--- src/rtl/core/mbic_pkg.sv ---
package mbic_pkg;

    // Sizes
    localparam int MAX_OBJECTS = 64;
    localparam int OBJ_AW      = $clog2(MAX_OBJECTS);
    localparam int MAX_ROWS    = 65536;
    localparam int CNT_W       = 17;
    localparam int CNT_MAX     = (1 << CNT_W) - 1;
    localparam int ENTRY_CAP   = (MAX_ROWS < CNT_MAX) ? MAX_ROWS : CNT_MAX;
    localparam int ROW_W       = 64;
    localparam int NUM_W       = 7;
    localparam int CHUNK_W     = 8;
    localparam int NCHUNK      = ROW_W / CHUNK_W;
    localparam int CHUNK_AW    = $clog2(NCHUNK);

    // Opcodes
    localparam logic OP_ROW  = 1'b0;
    localparam logic OP_READ = 1'b1;

    // Result kinds
    localparam logic [1:0] KIND_POS   = 2'd0;
    localparam logic [1:0] KIND_EMPTY = 2'd1;
    localparam logic [1:0] KIND_READ  = 2'd2;

    typedef struct packed {
        logic                opcode;
        logic [ROW_W-1:0]    row_bits;
        logic [OBJ_AW-1:0]   object_index;
    } t_in_beat;

    typedef struct packed {
        logic [1:0]          kind;
        logic [CNT_W-1:0]    entry_number;
        logic [OBJ_AW-1:0]   position;
        logic [NUM_W-1:0]    list_length;
        logic                compacted;
        logic                last;
        logic [CNT_W-1:0]    counter_value;
        logic [CNT_W-1:0]    total_compacted;
        logic [CNT_W-1:0]    skipped_rows;
    } t_out_beat;

    // Saturating increment
    function automatic logic [CNT_W-1:0] sat_inc(input logic [CNT_W-1:0] v,
                                                 input logic [CNT_W-1:0] cap);
        logic [CNT_W-1:0] r;
        r = (v < cap) ? v + 1'b1 : cap;
        return r;
    endfunction

    // Mask of the low n bits of a row
    function automatic logic [ROW_W-1:0] row_mask(input logic [NUM_W-1:0] n);
        logic [ROW_W-1:0] m;
        for (int i = 0; i < ROW_W; i++) begin
            m[i] = NUM_W'(i) < n;
        end
        return m;
    endfunction

endpackage

--- src/rtl/core/minority_bit_index_compactor.sv ---
// Minority-bit index compactor.
// Input channel (i_in_valid / o_in_ready, i_in_beat): one beat is either a
// bit row to list (opcode row) or a counter readout request (opcode read).
// Output channel (o_out_valid / i_out_ready, o_out_beat): a row gives one
// beat per listed position, or one empty-row beat; a readout gives one beat.
// The last beat of each item has last set.
// Config: i_cfg_we / i_cfg_wdata write num_objects; write only while idle.
// Sequence: a readout reads its counter from the registered store, then loads
// its beat, and the block takes the next item. A row passes through the
// byte-wide bit counter and a decision state, then the scan walks the row one
// bit per cycle unless the receiver stalls and stops after the last listed
// bit; each listed position gets its beat as the scan reaches it. An empty row
// gets one beat after the decision. A compacted row also keeps the block busy
// until the final counter write-back. The block holds one item at a time;
// o_in_ready is low meanwhile.
// When the receiver stalls, the scan waits at the next listed position; the
// loaded output beat holds. Reset clears all counters, totals and the entry
// number and sets num_objects to 64; no clearing pass is needed.
module minority_bit_index_compactor (
    input  logic                    i_clk,
    input  logic                    i_rst_n,
    input  logic                    i_cfg_we,
    input  logic [6:0]              i_cfg_wdata,
    input  logic                    i_in_valid,
    output logic                    o_in_ready,
    input  mbic_pkg::t_in_beat      i_in_beat,
    output logic                    o_out_valid,
    input  logic                    i_out_ready,
    output mbic_pkg::t_out_beat     o_out_beat
);

    localparam logic [2:0] S_IDLE   = 3'd0;
    localparam logic [2:0] S_COUNT  = 3'd1;
    localparam logic [2:0] S_DECIDE = 3'd2;
    localparam logic [2:0] S_EMIT   = 3'd3;
    localparam logic [2:0] S_EMPTY  = 3'd4;
    localparam logic [2:0] S_READ   = 3'd5;

    localparam int NW = mbic_pkg::NUM_W;
    localparam int CW = mbic_pkg::CNT_W;
    localparam int AW = mbic_pkg::OBJ_AW;
    localparam int RW = mbic_pkg::ROW_W;

    localparam logic [CW-1:0] CAP_CNT   = CW'(mbic_pkg::CNT_MAX);
    localparam logic [CW-1:0] CAP_ENTRY = CW'(mbic_pkg::ENTRY_CAP);
    localparam logic [NW-1:0] N_MAX     = NW'(mbic_pkg::MAX_OBJECTS);

    logic [2:0]                     r_state, n_state;
    logic [NW-1:0]                  r_num_obj;
    logic [NW-1:0]                  r_n, n_n;
    logic [RW-1:0]                  r_row, n_row;
    logic [mbic_pkg::CHUNK_AW-1:0]  r_chunk, n_chunk;
    logic [AW-1:0]                  r_idx, n_idx;
    logic                           r_comp, n_comp;
    logic [NW-1:0]                  r_len, n_len;
    logic [CW-1:0]                  r_next_entry, n_next_entry;
    logic [CW-1:0]                  r_skipped, n_skipped;
    logic [CW-1:0]                  r_total, n_total;
    logic                           r_wr_pend, n_wr_pend;
    logic [AW-1:0]                  r_wr_addr, n_wr_addr;
    logic                           r_out_valid, n_out_valid;
    mbic_pkg::t_out_beat            r_out, n_out;

    logic                           w_in_fire;
    logic                           w_out_free;
    logic [NW-1:0]                  w_n_in;
    logic                           w_pc_clr;
    logic                           w_pc_en;
    logic [mbic_pkg::CHUNK_W-1:0]   w_chunk;
    logic [NW-1:0]                  w_ones;
    logic                           w_comp;
    logic                           w_rd_en;
    logic [AW-1:0]                  w_rd_addr;
    logic [CW-1:0]                  w_rd_data;

    assign o_in_ready = (r_state == S_IDLE) && !r_wr_pend;
    assign w_in_fire  = i_in_valid && o_in_ready;
    assign w_out_free = !r_out_valid || i_out_ready;

    // row length clipped to the object limit
    assign w_n_in  = (r_num_obj > N_MAX) ? N_MAX : r_num_obj;
    assign w_chunk = r_row[{r_chunk, 3'b000} +: mbic_pkg::CHUNK_W];
    assign w_comp  = w_ones > (r_n >> 1);

    mbic_popc u_popc (
        .i_clk   (i_clk),
        .i_clr   (w_pc_clr),
        .i_en    (w_pc_en),
        .i_chunk (w_chunk),
        .o_ones  (w_ones)
    );

    mbic_cnt_mem u_mem (
        .i_clk     (i_clk),
        .i_rst_n   (i_rst_n),
        .i_rd_en   (w_rd_en),
        .i_rd_addr (w_rd_addr),
        .o_rd_data (w_rd_data),
        .i_wr_en   (r_wr_pend),
        .i_wr_addr (r_wr_addr),
        .i_wr_data (mbic_pkg::sat_inc(w_rd_data, CAP_CNT))
    );

    // sequencer
    always_comb begin
        n_state      = r_state;
        n_n          = r_n;
        n_row        = r_row;
        n_chunk      = r_chunk;
        n_idx        = r_idx;
        n_comp       = r_comp;
        n_len        = r_len;
        n_next_entry = r_next_entry;
        n_skipped    = r_skipped;
        n_total      = r_total;
        n_wr_pend    = 1'b0;
        n_wr_addr    = r_idx;
        n_out_valid  = r_out_valid && !i_out_ready;
        n_out        = r_out;
        w_pc_clr     = 1'b0;
        w_pc_en      = 1'b0;
        w_rd_en      = 1'b0;
        w_rd_addr    = r_idx;

        unique case (r_state)
            S_IDLE: begin
                if (w_in_fire) begin
                    if (i_in_beat.opcode == mbic_pkg::OP_READ) begin
                        w_rd_en   = 1'b1;
                        w_rd_addr = i_in_beat.object_index;
                        n_state   = S_READ;
                    end else begin
                        n_n      = w_n_in;
                        n_row    = i_in_beat.row_bits & mbic_pkg::row_mask(w_n_in);
                        n_chunk  = '0;
                        w_pc_clr = 1'b1;
                        n_state  = S_COUNT;
                    end
                end
            end
            S_COUNT: begin
                w_pc_en = 1'b1;
                n_chunk = r_chunk + 1'b1;
                if (&r_chunk) begin
                    n_state = S_DECIDE;
                end
            end
            S_DECIDE: begin
                n_comp = w_comp;
                n_idx  = '0;
                if (w_comp) begin
                    n_row   = ~r_row & mbic_pkg::row_mask(r_n);
                    n_len   = r_n - w_ones;
                    n_total = mbic_pkg::sat_inc(r_total, CAP_CNT);
                end else begin
                    n_len = w_ones;
                end
                if (n_len == '0) begin
                    n_skipped = mbic_pkg::sat_inc(r_skipped, CAP_CNT);
                    n_state   = S_EMPTY;
                end else begin
                    n_state = S_EMIT;
                end
            end
            S_EMIT: begin
                // one bit per cycle; a listed bit waits for a free output slot
                if (!r_row[0] || w_out_free) begin
                    n_row = r_row >> 1;
                    n_idx = r_idx + 1'b1;
                end
                if (r_row[0] && w_out_free) begin
                    n_out_valid          = 1'b1;
                    n_out                = '0;
                    n_out.kind           = mbic_pkg::KIND_POS;
                    n_out.entry_number   = r_next_entry;
                    n_out.position       = r_idx;
                    n_out.list_length    = r_len;
                    n_out.compacted      = r_comp;
                    n_out.last           = ~|r_row[RW-1:1];
                    // counter update: read now, write back next cycle
                    w_rd_en              = r_comp;
                    n_wr_pend            = r_comp;
                    if (!(|r_row[RW-1:1])) begin
                        n_next_entry = mbic_pkg::sat_inc(r_next_entry, CAP_ENTRY);
                        n_state      = S_IDLE;
                    end
                end
            end
            S_EMPTY: begin
                if (w_out_free) begin
                    n_out_valid        = 1'b1;
                    n_out              = '0;
                    n_out.kind         = mbic_pkg::KIND_EMPTY;
                    n_out.entry_number = r_next_entry;
                    n_out.compacted    = r_comp;
                    n_out.last         = 1'b1;
                    n_state            = S_IDLE;
                end
            end
            S_READ: begin
                if (w_out_free) begin
                    n_out_valid           = 1'b1;
                    n_out                 = '0;
                    n_out.kind            = mbic_pkg::KIND_READ;
                    n_out.entry_number    = r_next_entry;
                    n_out.last            = 1'b1;
                    n_out.counter_value   = w_rd_data;
                    n_out.total_compacted = r_total;
                    n_out.skipped_rows    = r_skipped;
                    n_state               = S_IDLE;
                end
            end
            default: begin
                n_state = S_IDLE;
            end
        endcase
    end

    // control state
    always_ff @(posedge i_clk) begin
        if (!i_rst_n) begin
            r_state      <= S_IDLE;
            r_num_obj    <= N_MAX;
            r_next_entry <= '0;
            r_skipped    <= '0;
            r_total      <= '0;
            r_wr_pend    <= 1'b0;
            r_out_valid  <= 1'b0;
        end else begin
            r_state      <= n_state;
            r_next_entry <= n_next_entry;
            r_skipped    <= n_skipped;
            r_total      <= n_total;
            r_wr_pend    <= n_wr_pend;
            r_out_valid  <= n_out_valid;
            if (i_cfg_we) begin
                r_num_obj <= i_cfg_wdata;
            end
        end
    end

    // working registers
    always_ff @(posedge i_clk) begin
        r_n       <= n_n;
        r_row     <= n_row;
        r_chunk   <= n_chunk;
        r_idx     <= n_idx;
        r_comp    <= n_comp;
        r_len     <= n_len;
        r_wr_addr <= n_wr_addr;
        r_out     <= n_out;
    end

    assign o_out_valid = r_out_valid;
    assign o_out_beat  = r_out;

endmodule

--- src/rtl/core/mbic_popc.sv ---
// Accumulating bit counter: adds the ones of one byte per cycle while enabled
module mbic_popc (
    input  logic                            i_clk,
    input  logic                            i_clr,
    input  logic                            i_en,
    input  logic [mbic_pkg::CHUNK_W-1:0]    i_chunk,
    output logic [mbic_pkg::NUM_W-1:0]      o_ones
);

    logic [mbic_pkg::NUM_W-1:0] r_acc;
    logic [mbic_pkg::NUM_W-1:0] n_acc;
    logic [mbic_pkg::NUM_W-1:0] w_sum;

    // ones in this byte
    always_comb begin
        w_sum = '0;
        for (int i = 0; i < mbic_pkg::CHUNK_W; i++) begin
            w_sum = w_sum + mbic_pkg::NUM_W'(i_chunk[i]);
        end
        n_acc = r_acc + w_sum;
    end

    always_ff @(posedge i_clk) begin
        if (i_clr) begin
            r_acc <= '0;
        end else if (i_en) begin
            r_acc <= n_acc;
        end
    end

    assign o_ones = r_acc;

endmodule

--- src/rtl/core/mbic_cnt_mem.sv ---
// Per-object counter store: one read and one write port, registered read,
// per-entry valid bits so that an unwritten entry reads as zero after reset
module mbic_cnt_mem (
    input  logic                            i_clk,
    input  logic                            i_rst_n,
    input  logic                            i_rd_en,
    input  logic [mbic_pkg::OBJ_AW-1:0]     i_rd_addr,
    output logic [mbic_pkg::CNT_W-1:0]      o_rd_data,
    input  logic                            i_wr_en,
    input  logic [mbic_pkg::OBJ_AW-1:0]     i_wr_addr,
    input  logic [mbic_pkg::CNT_W-1:0]      i_wr_data
);

    logic [mbic_pkg::CNT_W-1:0]         r_mem [mbic_pkg::MAX_OBJECTS];
    logic [mbic_pkg::MAX_OBJECTS-1:0]   r_vld;
    logic [mbic_pkg::CNT_W-1:0]         r_rd_data;
    logic                               r_rd_vld;

    // storage write and registered read
    always_ff @(posedge i_clk) begin
        if (i_wr_en) begin
            r_mem[i_wr_addr] <= i_wr_data;
        end
        if (i_rd_en) begin
            r_rd_data <= r_mem[i_rd_addr];
        end
    end

    // valid bits
    always_ff @(posedge i_clk) begin
        if (!i_rst_n) begin
            r_vld    <= '0;
            r_rd_vld <= 1'b0;
        end else begin
            if (i_wr_en) begin
                r_vld[i_wr_addr] <= 1'b1;
            end
            if (i_rd_en) begin
                r_rd_vld <= r_vld[i_rd_addr];
            end
        end
    end

    assign o_rd_data = r_rd_vld ? r_rd_data : '0;

endmodule

--- config.mk ---
export PLATFORM = sky130hd
export DESIGN_NAME = minority_bit_index_compactor
export DESIGN_NICKNAME = d
export VERILOG_FILES = /design/src/rtl/core/mbic_pkg.sv /design/src/rtl/core/minority_bit_index_compactor.sv /design/src/rtl/core/mbic_popc.sv /design/src/rtl/core/mbic_cnt_mem.sv
export SDC_FILE = /design/constraint.sdc
export NUM_CORES = 2
export LEC_CHECK = 0
export ABC_AREA = 1
export ABC_CLOCK_PERIOD_IN_PS = 12770
export BUFFER_PORTS_ARGS = -buffer_cell sky130_fd_sc_hd__buf_2
export CAP_MARGIN = 0
export CORE_UTILIZATION = 55
export DETAILED_ROUTE_END_ITERATION = 8
export GPL_ROUTABILITY_DRIVEN = 0
export MAX_ROUTING_LAYER = met4
export PLACE_DENSITY = 0.78
export SYNTH_ARGS = -nofsm -noshare
export SYNTH_HDL_FRONTEND = slang
export SYNTH_SLANG_ARGS = --single-unit
--- constraint.sdc ---
create_clock -name i_clk -period 12.77 [get_ports i_clk]
set_input_delay 3.831 -clock i_clk [delete_from_list [all_inputs] [get_ports i_clk]]
set_output_delay 3.831 -clock i_clk [all_outputs]
set_load 0.1 [all_outputs]
Word-level counts from Yosys, hierarchy flattened
Memories as Yosys holds them, arrays and structs flattened. A register that Yosys moved wholly into a read port is not among the register bits.
Index checks and enable logic that the tools add are counted.
{"block": "word_totals", "ff_bits": 314, "latchBits": 0, "mem_bits_rw": 1088, "rom_bits": 0, "inputBits": 83, "output_inout_bits": 87, "word_cells": 282, "n_memories": 1}
{"block": "classes", "addsub": 15, "mul": 0, "n_div": 0, "n_lt_le_gt_ge": 137, "eq_ne": 15, "n_shift": 1, "mux": 50, "bitwise_logic": 6, "reduce_logical": 31}
{"memory": "u_mem.r_mem", "words": 64, "width": 17, "rd": 1, "rd_clocked_by_memory_dff": 1, "wr": 1, "line": "mbic_cnt_mem.sv:14", "source": "logic [mbic_pkg::CNT_W-1:0] r_mem [mbic_pkg::MAX_OBJECTS];"}
{"op": "$lt 6x7->1 const A", "count": 64}
{"op": "$mux 64", "count": 4}
{"op": "$mux 85", "count": 3}
{"op": "$pmux 85 s3", "count": 1}
{"op": "$lt 5x7->1 const A", "count": 32}
{"op": "$pmux 64 s3", "count": 1}
{"op": "$and 64x64->64", "count": 2}
{"op": "$lt 4x7->1 const A", "count": 16}
{"op": "$mux 17", "count": 5}
{"op": "$add 17x1->17 const B", "count": 4}
{"op": "$lt 17x17->1 const B", "count": 4}
{"op": "$not 64->64", "count": 1}
{"op": "$or 64x64->64", "count": 1}
{"op": "$shiftx 64x7->8", "count": 1}
{"op": "$reduce_or 63->1", "count": 1}
{"op": "$lt 3x7->1 const A", "count": 8}
{"op": "$add 7x1->7", "count": 6}
{"op": "$lt 1x7->1 const A", "count": 4}
{"op": "$lt 2x7->1 const A", "count": 4}
{"op": "$mux 3", "count": 9}
{"op": "$mux 6", "count": 4}
{"op": "$mux 7", "count": 3}
{"op": "$ne 2x2->1 const B", "count": 9}
{"op": "$pmux 3 s5", "count": 1}
{"op": "other kinds (32)", "count": 67}

Longest topological paths before layout
{"block": "depth", "depth_word": 9, "mapped_depth": 22, "ltp_nobuf": 21}

By module
Synthesis repeated with hierarchy kept, for this count alone.
{"block": "unflattened", "hier_cells": 5529, "hier_area_um2": 60161.4}
{"module": "mbic_cnt_mem", "instances": 1, "cells_each": 3872, "area_each_um2": 46473.3, "seq_area_each_um2": 34483.1}
{"module": "minority_bit_index_compactor", "instances": 1, "cells_each": 1582, "area_each_um2": 13127.6, "seq_area_each_um2": 6576.3}
{"module": "mbic_popc", "instances": 1, "cells_each": 75, "area_each_um2": 560.5, "seq_area_each_um2": 140.1}

Least setup slack after synthesis
OpenSTA, ideal clock, no wires.
{"block": "synth_path", "kind": "input to register", "start": "input port i_in_valid", "end": "register r_row[0] (enable)", "setup_ps": 602, "arrival_ps": 9588, "required_time_ps": 12168, "path_slack_ps": 2580, "cell_stages": 4, "n_path_buf": 0, "path_cell_list": "nand4_4 > nor2_1 > nor2_1 > a311oi_1"}
{"block": "synth_between", "elab_chain_cells": 3}
{"item": "start: declaration", "line": "minority_bit_index_compactor.sv:24", "source": "input logic i_in_valid,"}
{"item": "$logic_and 1x1->1", "line": "minority_bit_index_compactor.sv:77", "source": "assign w_in_fire = i_in_valid && o_in_ready;"}
{"item": "$ne 2x2->1 (no source line)"}
{"item": "$reduce_and 5->1 (no source line)"}
{"item": "end signal: assignment", "line": "minority_bit_index_compactor.sv:245", "source": "r_row <= n_row;"}
{"item": "end: declaration", "line": "minority_bit_index_compactor.sv:51", "source": "logic [RW-1:0] r_row, n_row;"}
No other way between the ends.
A chain may end at the register's enable or synchronous reset.

Worst setup path in the final report
{"block": "layout_path", "start": "input port i_in_valid", "end": "register u_mem.r_rd_data[12] (netlist bit), read port of u_mem.r_mem, data pin"}
{"block": "layout_between", "elab_chain_cells": 3, "elab_cells_between_ends": 5, "cone_classes": "4 x mux; 1 x reduce/logical"}
{"item": "$logic_and 1x1->1 *", "line": "minority_bit_index_compactor.sv:77"}
{"item": "$mux 1 / $mux 6 (equally long branches)", "line": "minority_bit_index_compactor.sv:127", "source": "if (w_in_fire) begin"}
{"item": "$pmux 1 s2 / $mux 6 (equally long branches)", "line": "minority_bit_index_compactor.sv:125", "source": "unique case (r_state)"}
{"item": "end: declaration", "line": "mbic_cnt_mem.sv:16", "source": "logic [mbic_pkg::CNT_W-1:0] r_rd_data;"}
Mark *: on every way between the ends. The rest lies on a longest branch, timed or not.

==> impl_metrics.toml <==
[drt]
antenna_violating_nets_post_route = 0
vias = 44041
route.detailed.vias_per_inst = 6.273
dr.first_iter.drc_count = 6922
wl_per_cell_um = 23.42
drc_errors = 0
detail_route.first_pass.iterations = 8
totalWireLength_um = 164400

[clock_network]
clock_insertion_delay_worst_skew_ns = 0.77
post_cts_resized = 0
cts_tree = "done"
cts_root_buf = "sky130_fd_sc_hd__clkbuf_16"
clk_pin_slew_worst_paths_ns = 0.07
clock_tree_sinks = 1419
post_cts_hold_buffer_count = 0
cts-buffers-inserted = 140
postCtsSetupBuffers = 0
maximum_count_of_clock_buffers_along_a_single_path = 3
cts_htree_levels = 4

[global_routing]
gr-max-usage-layer = "met2"
groute.layer.met1.usage_pct = 38.21
grt.met2_usage_pct = 45.93
grt_pass1_vias = 41713
grt_start_max_net_pins = 203
grt_util_all_layers_pct = 30.09
initial_antenna_violation_count = 0
use_met3_pct = 6.040
global_route_wire_length_before_repair_um = 246200
globalRoute.totalOverflow = 0

[timing]
fin_crit_sh_pct = 59.74
fmax_ghz = 0.1311
worstMarginPinSlew_ns = 1.340
unrepaired_setup_endpoints_after_global_routing = "no"
final.setup_skew_ns = 0.03709
finalHoldViolCount = 0
max_slew_margin_pct = 10.68
timing.setup.tns_ns = 0
final_critical_path_time_including_i_o_delays_and_setup_ns = 7.629
report.final.setup_viol = 0
maxSlewViolCount = 0

[critical_path]
worst-endpoint-arrival_ns = 8.14
critical_path.most_common_cell = "sky130_fd_sc_hd__nand3_1"
cp_slowest_stage_delay_ns = 0.73
worstPathCellList = "buf_2, inv_1, nor2_1, nand2_2, nand2_8, buf_4, buf_4, a21oi_1, o21ai_0, o211ai_1, nand3_1, nand3_1, nand3_1, nand2_1"
crit_type = "input pin to register"
r2r_cells = 9
startpoint_type = "input pin"
timing.reg2reg.setup_slack_ns = 7.23
slowest_stage = "sky130_fd_sc_hd__buf_4"
critPathCaptureType = "register"
r2r-end = "r_row[49]"
worstPathMaxFanout = 84
r2r-start = "r_state[1]"
critical_path_required_ns = 13.28

[synth]
synth.top_cells.by_area = "sky130_fd_sc_hd__edfxtp_1 (64%), sky130_fd_sc_hd__nor2_1 (7.0%), sky130_fd_sc_hd__dfxtp_1 (4.7%)"
synth_top_cells_by_count = "sky130_fd_sc_hd__edfxtp_1 (1278), sky130_fd_sc_hd__nor2_1 (1125), sky130_fd_sc_hd__o21ai_0 (556)"
synth_simple_gate_area_share_pct = 14.52
avgSynthCellArea_um2 = 11.16
synth-seq-cells = 1419
post_synth_xor_area_fraction_pct = 0.5390
adder_cell_fraction_of_synth_area_pct = 0.8117
total_number_of_yosys_warnings = 0
asyncSetResetFlopFracSynth_pct = 0
synth_cells = 5386
synth_top_flop_cell = "sky130_fd_sc_hd__edfxtp_1"
synth_edf_count = 1278
synth_top_family_by_area = "simple AND/OR/NAND/NOR gates"
proportion_of_synthesized_chip_area_in_sequential_cells_pct = 68.53
syn_nets = 5505
post-synth-top-count-cell = "sky130_fd_sc_hd__edfxtp_1"
synth.cell_area_um2 = 60120
synth.lib_cells_used.distinct = 53
post_synthesis_compound_gate_area_fraction_pct = 11.27
netlist.area_leader.share_pct = 63.83
yosys.area.top_type = "sky130_fd_sc_hd__edfxtp_1"
synth.area.mux_share_pct = 0

[die]
placement_rows = 120
placeableCoreArea_um2 = 107700
initial_core_util_pct = 55.84
io_pins = 170
fp.dieH_um = 332.6
die_area_um2 = 110600
die_width_um = 332.6

[place]
dpl-instance-area_um2 = 62590
place_hpwl_um = 93800
portBuffers = 169

[worst_hold_path]
min_path_type = "register to register"
hold_path_depth = 0
hold_end = "r_wr_addr[5]"
worstHoldStart = "n_wr_addr[5]"

[final_layout]
postLayoutCellArea_um2 = 67060
layout_nets = 5624
area_growth_pct = 11.55
post_route_cells_drive_above_1_share_pct = 9.756

[power_and_ir_drop]
power.switching_w = 0.004843
max-vdd-ir-drop_uv = 147.6
power.density_nw_per_um2 = 203.4
seqPwrFrac_pct = 41.4
power.clock.fraction_pct = 29.6
power_switching_share_pct = 35.51
power.static_leakage_nw = 22.90
combPwrFrac_pct = 29.0
p_int_w = 0.008796

[job]
drv_cap = 0

[outcome]
status = "finished, final reports clean"
## power groups by stage
stage | clock network, W | logic (W) | registers (W)
after floorplan | 0 | 0.00245 | 0.00599
after detailed placement | 0 | 0.00382 | 0.00572
final | 0.00404 | 0.00395 | 0.00565
after CTS | 0.00407 | 0.00387 | 0.00563
after global placement | 0 | 0.00373 | 0.00572
after global routing | 0.00424 | 0.00429 | 0.00565
## kinds of logic after synthesis
group           after synthesis
buf+inv                     655
simple gates               2086
fa+ha+maj                    36
xor+xnor                     37
flops                      1419
compound gates             1153
## through the flow
stage | power (W) | setup WS [ns] | cells | utilization, % | hold WS, ns
2_1_floorplan | 0.008448 | 2.580 | 5386 | - | 0.3635
3_3_place_gp | 0.009456 | 4.572 | 6766 | 58.14 | 0.3980
3_5_place_dp | 0.009544 | 4.550 | 6766 | 58.14 | 0.4033
4_1_cts | 0.01356 | 5.329 | 7020 | 62.29 | 0.4170
5_1_grt | 0.01418 | 4.932 | 7020 | 62.29 | 0.4111
6_report | 0.01364 | 5.141 | 7021 | 62.30 | 0.4134
## placed cells by master (no fill, tap or decap), types with 132 or more instances in the layout
| master | Yosys | final |
|---|---|---|
| sky130_fd_sc_hd__edfxtp_1 | 1278 | 1278 |
| sky130_fd_sc_hd__nor2_1 | 1125 | 1098 |
| sky130_fd_sc_hd__o21ai_0 | 556 | 553 |
| sky130_fd_sc_hd__nand3_1 | 435 | 427 |
| sky130_fd_sc_hd__nand2_1 | 375 | 372 |
| sky130_fd_sc_hd__inv_1 | 340 | 340 |
| sky130_fd_sc_hd__o211ai_1 | 318 | 318 |
| sky130_fd_sc_hd__buf_2 | 99 | 169 |
| sky130_fd_sc_hd__clkbuf_16 | 0 | 143 |
| sky130_fd_sc_hd__dfxtp_1 | 141 | 141 |
| sky130_fd_sc_hd__a21oi_1 | 134 | 132 |
## how the worst max path moves through the flow
stage | from | to | slack (ns) | cells after the start
CTS | i_in_valid | u_mem.r_rd_data[16] | 5.33 | 14
detailed placement | i_in_valid | u_mem.r_rd_data[16] | 4.55 | 14
floorplan | i_in_valid | r_row[0] | 2.58 | 4
finish | i_in_valid | u_mem.r_rd_data[12] | 5.14 | 14
global route | i_in_valid | u_mem.r_rd_data[0] | 4.93 | 14
global placement | i_in_valid | u_mem.r_rd_data[16] | 4.57 | 14
## layer usage
metal / vias up / wire length, um
met4: 0 / 9250
li1: 19466 / -
met1: 20989 / 60080
met3: 578 / 19110
met5: - / 0
met2: 3008 / 75960
## flip-flops by register name, indices dropped and copies added, names as in the netlist, 7 cells and up
register and flops:
r_n 7, u_mem.r_rd_data 17, u_mem.r_mem 1088, r_len 7, r_row 64, u_mem.r_vld 64
u_popc.o_ones 7, r_num_obj 7, r_next_entry 17, r_skipped 17, o_out_beat 85, r_total 17
## critical path, delay by kind of cell
kind | cells | cell delay [ns]
and+or+nand+nor | 7 | 2.06
buffers and inverters | 4 | 1.59
AOI/OAI and AO/OA | 3 | 0.47
## final cells by class
class,instances,area [um2]
clock buffer,185,3806
tap,1403,1755
fill,7863,40590
antenna,1,2.502
clock inverter,69,669.4
inverter,354,1344
multi-input combinational,3312,16540
sequential,1419,41200
timing repair buffer,278,1752
Note: power is estimated with default switching activity, not from simulation.
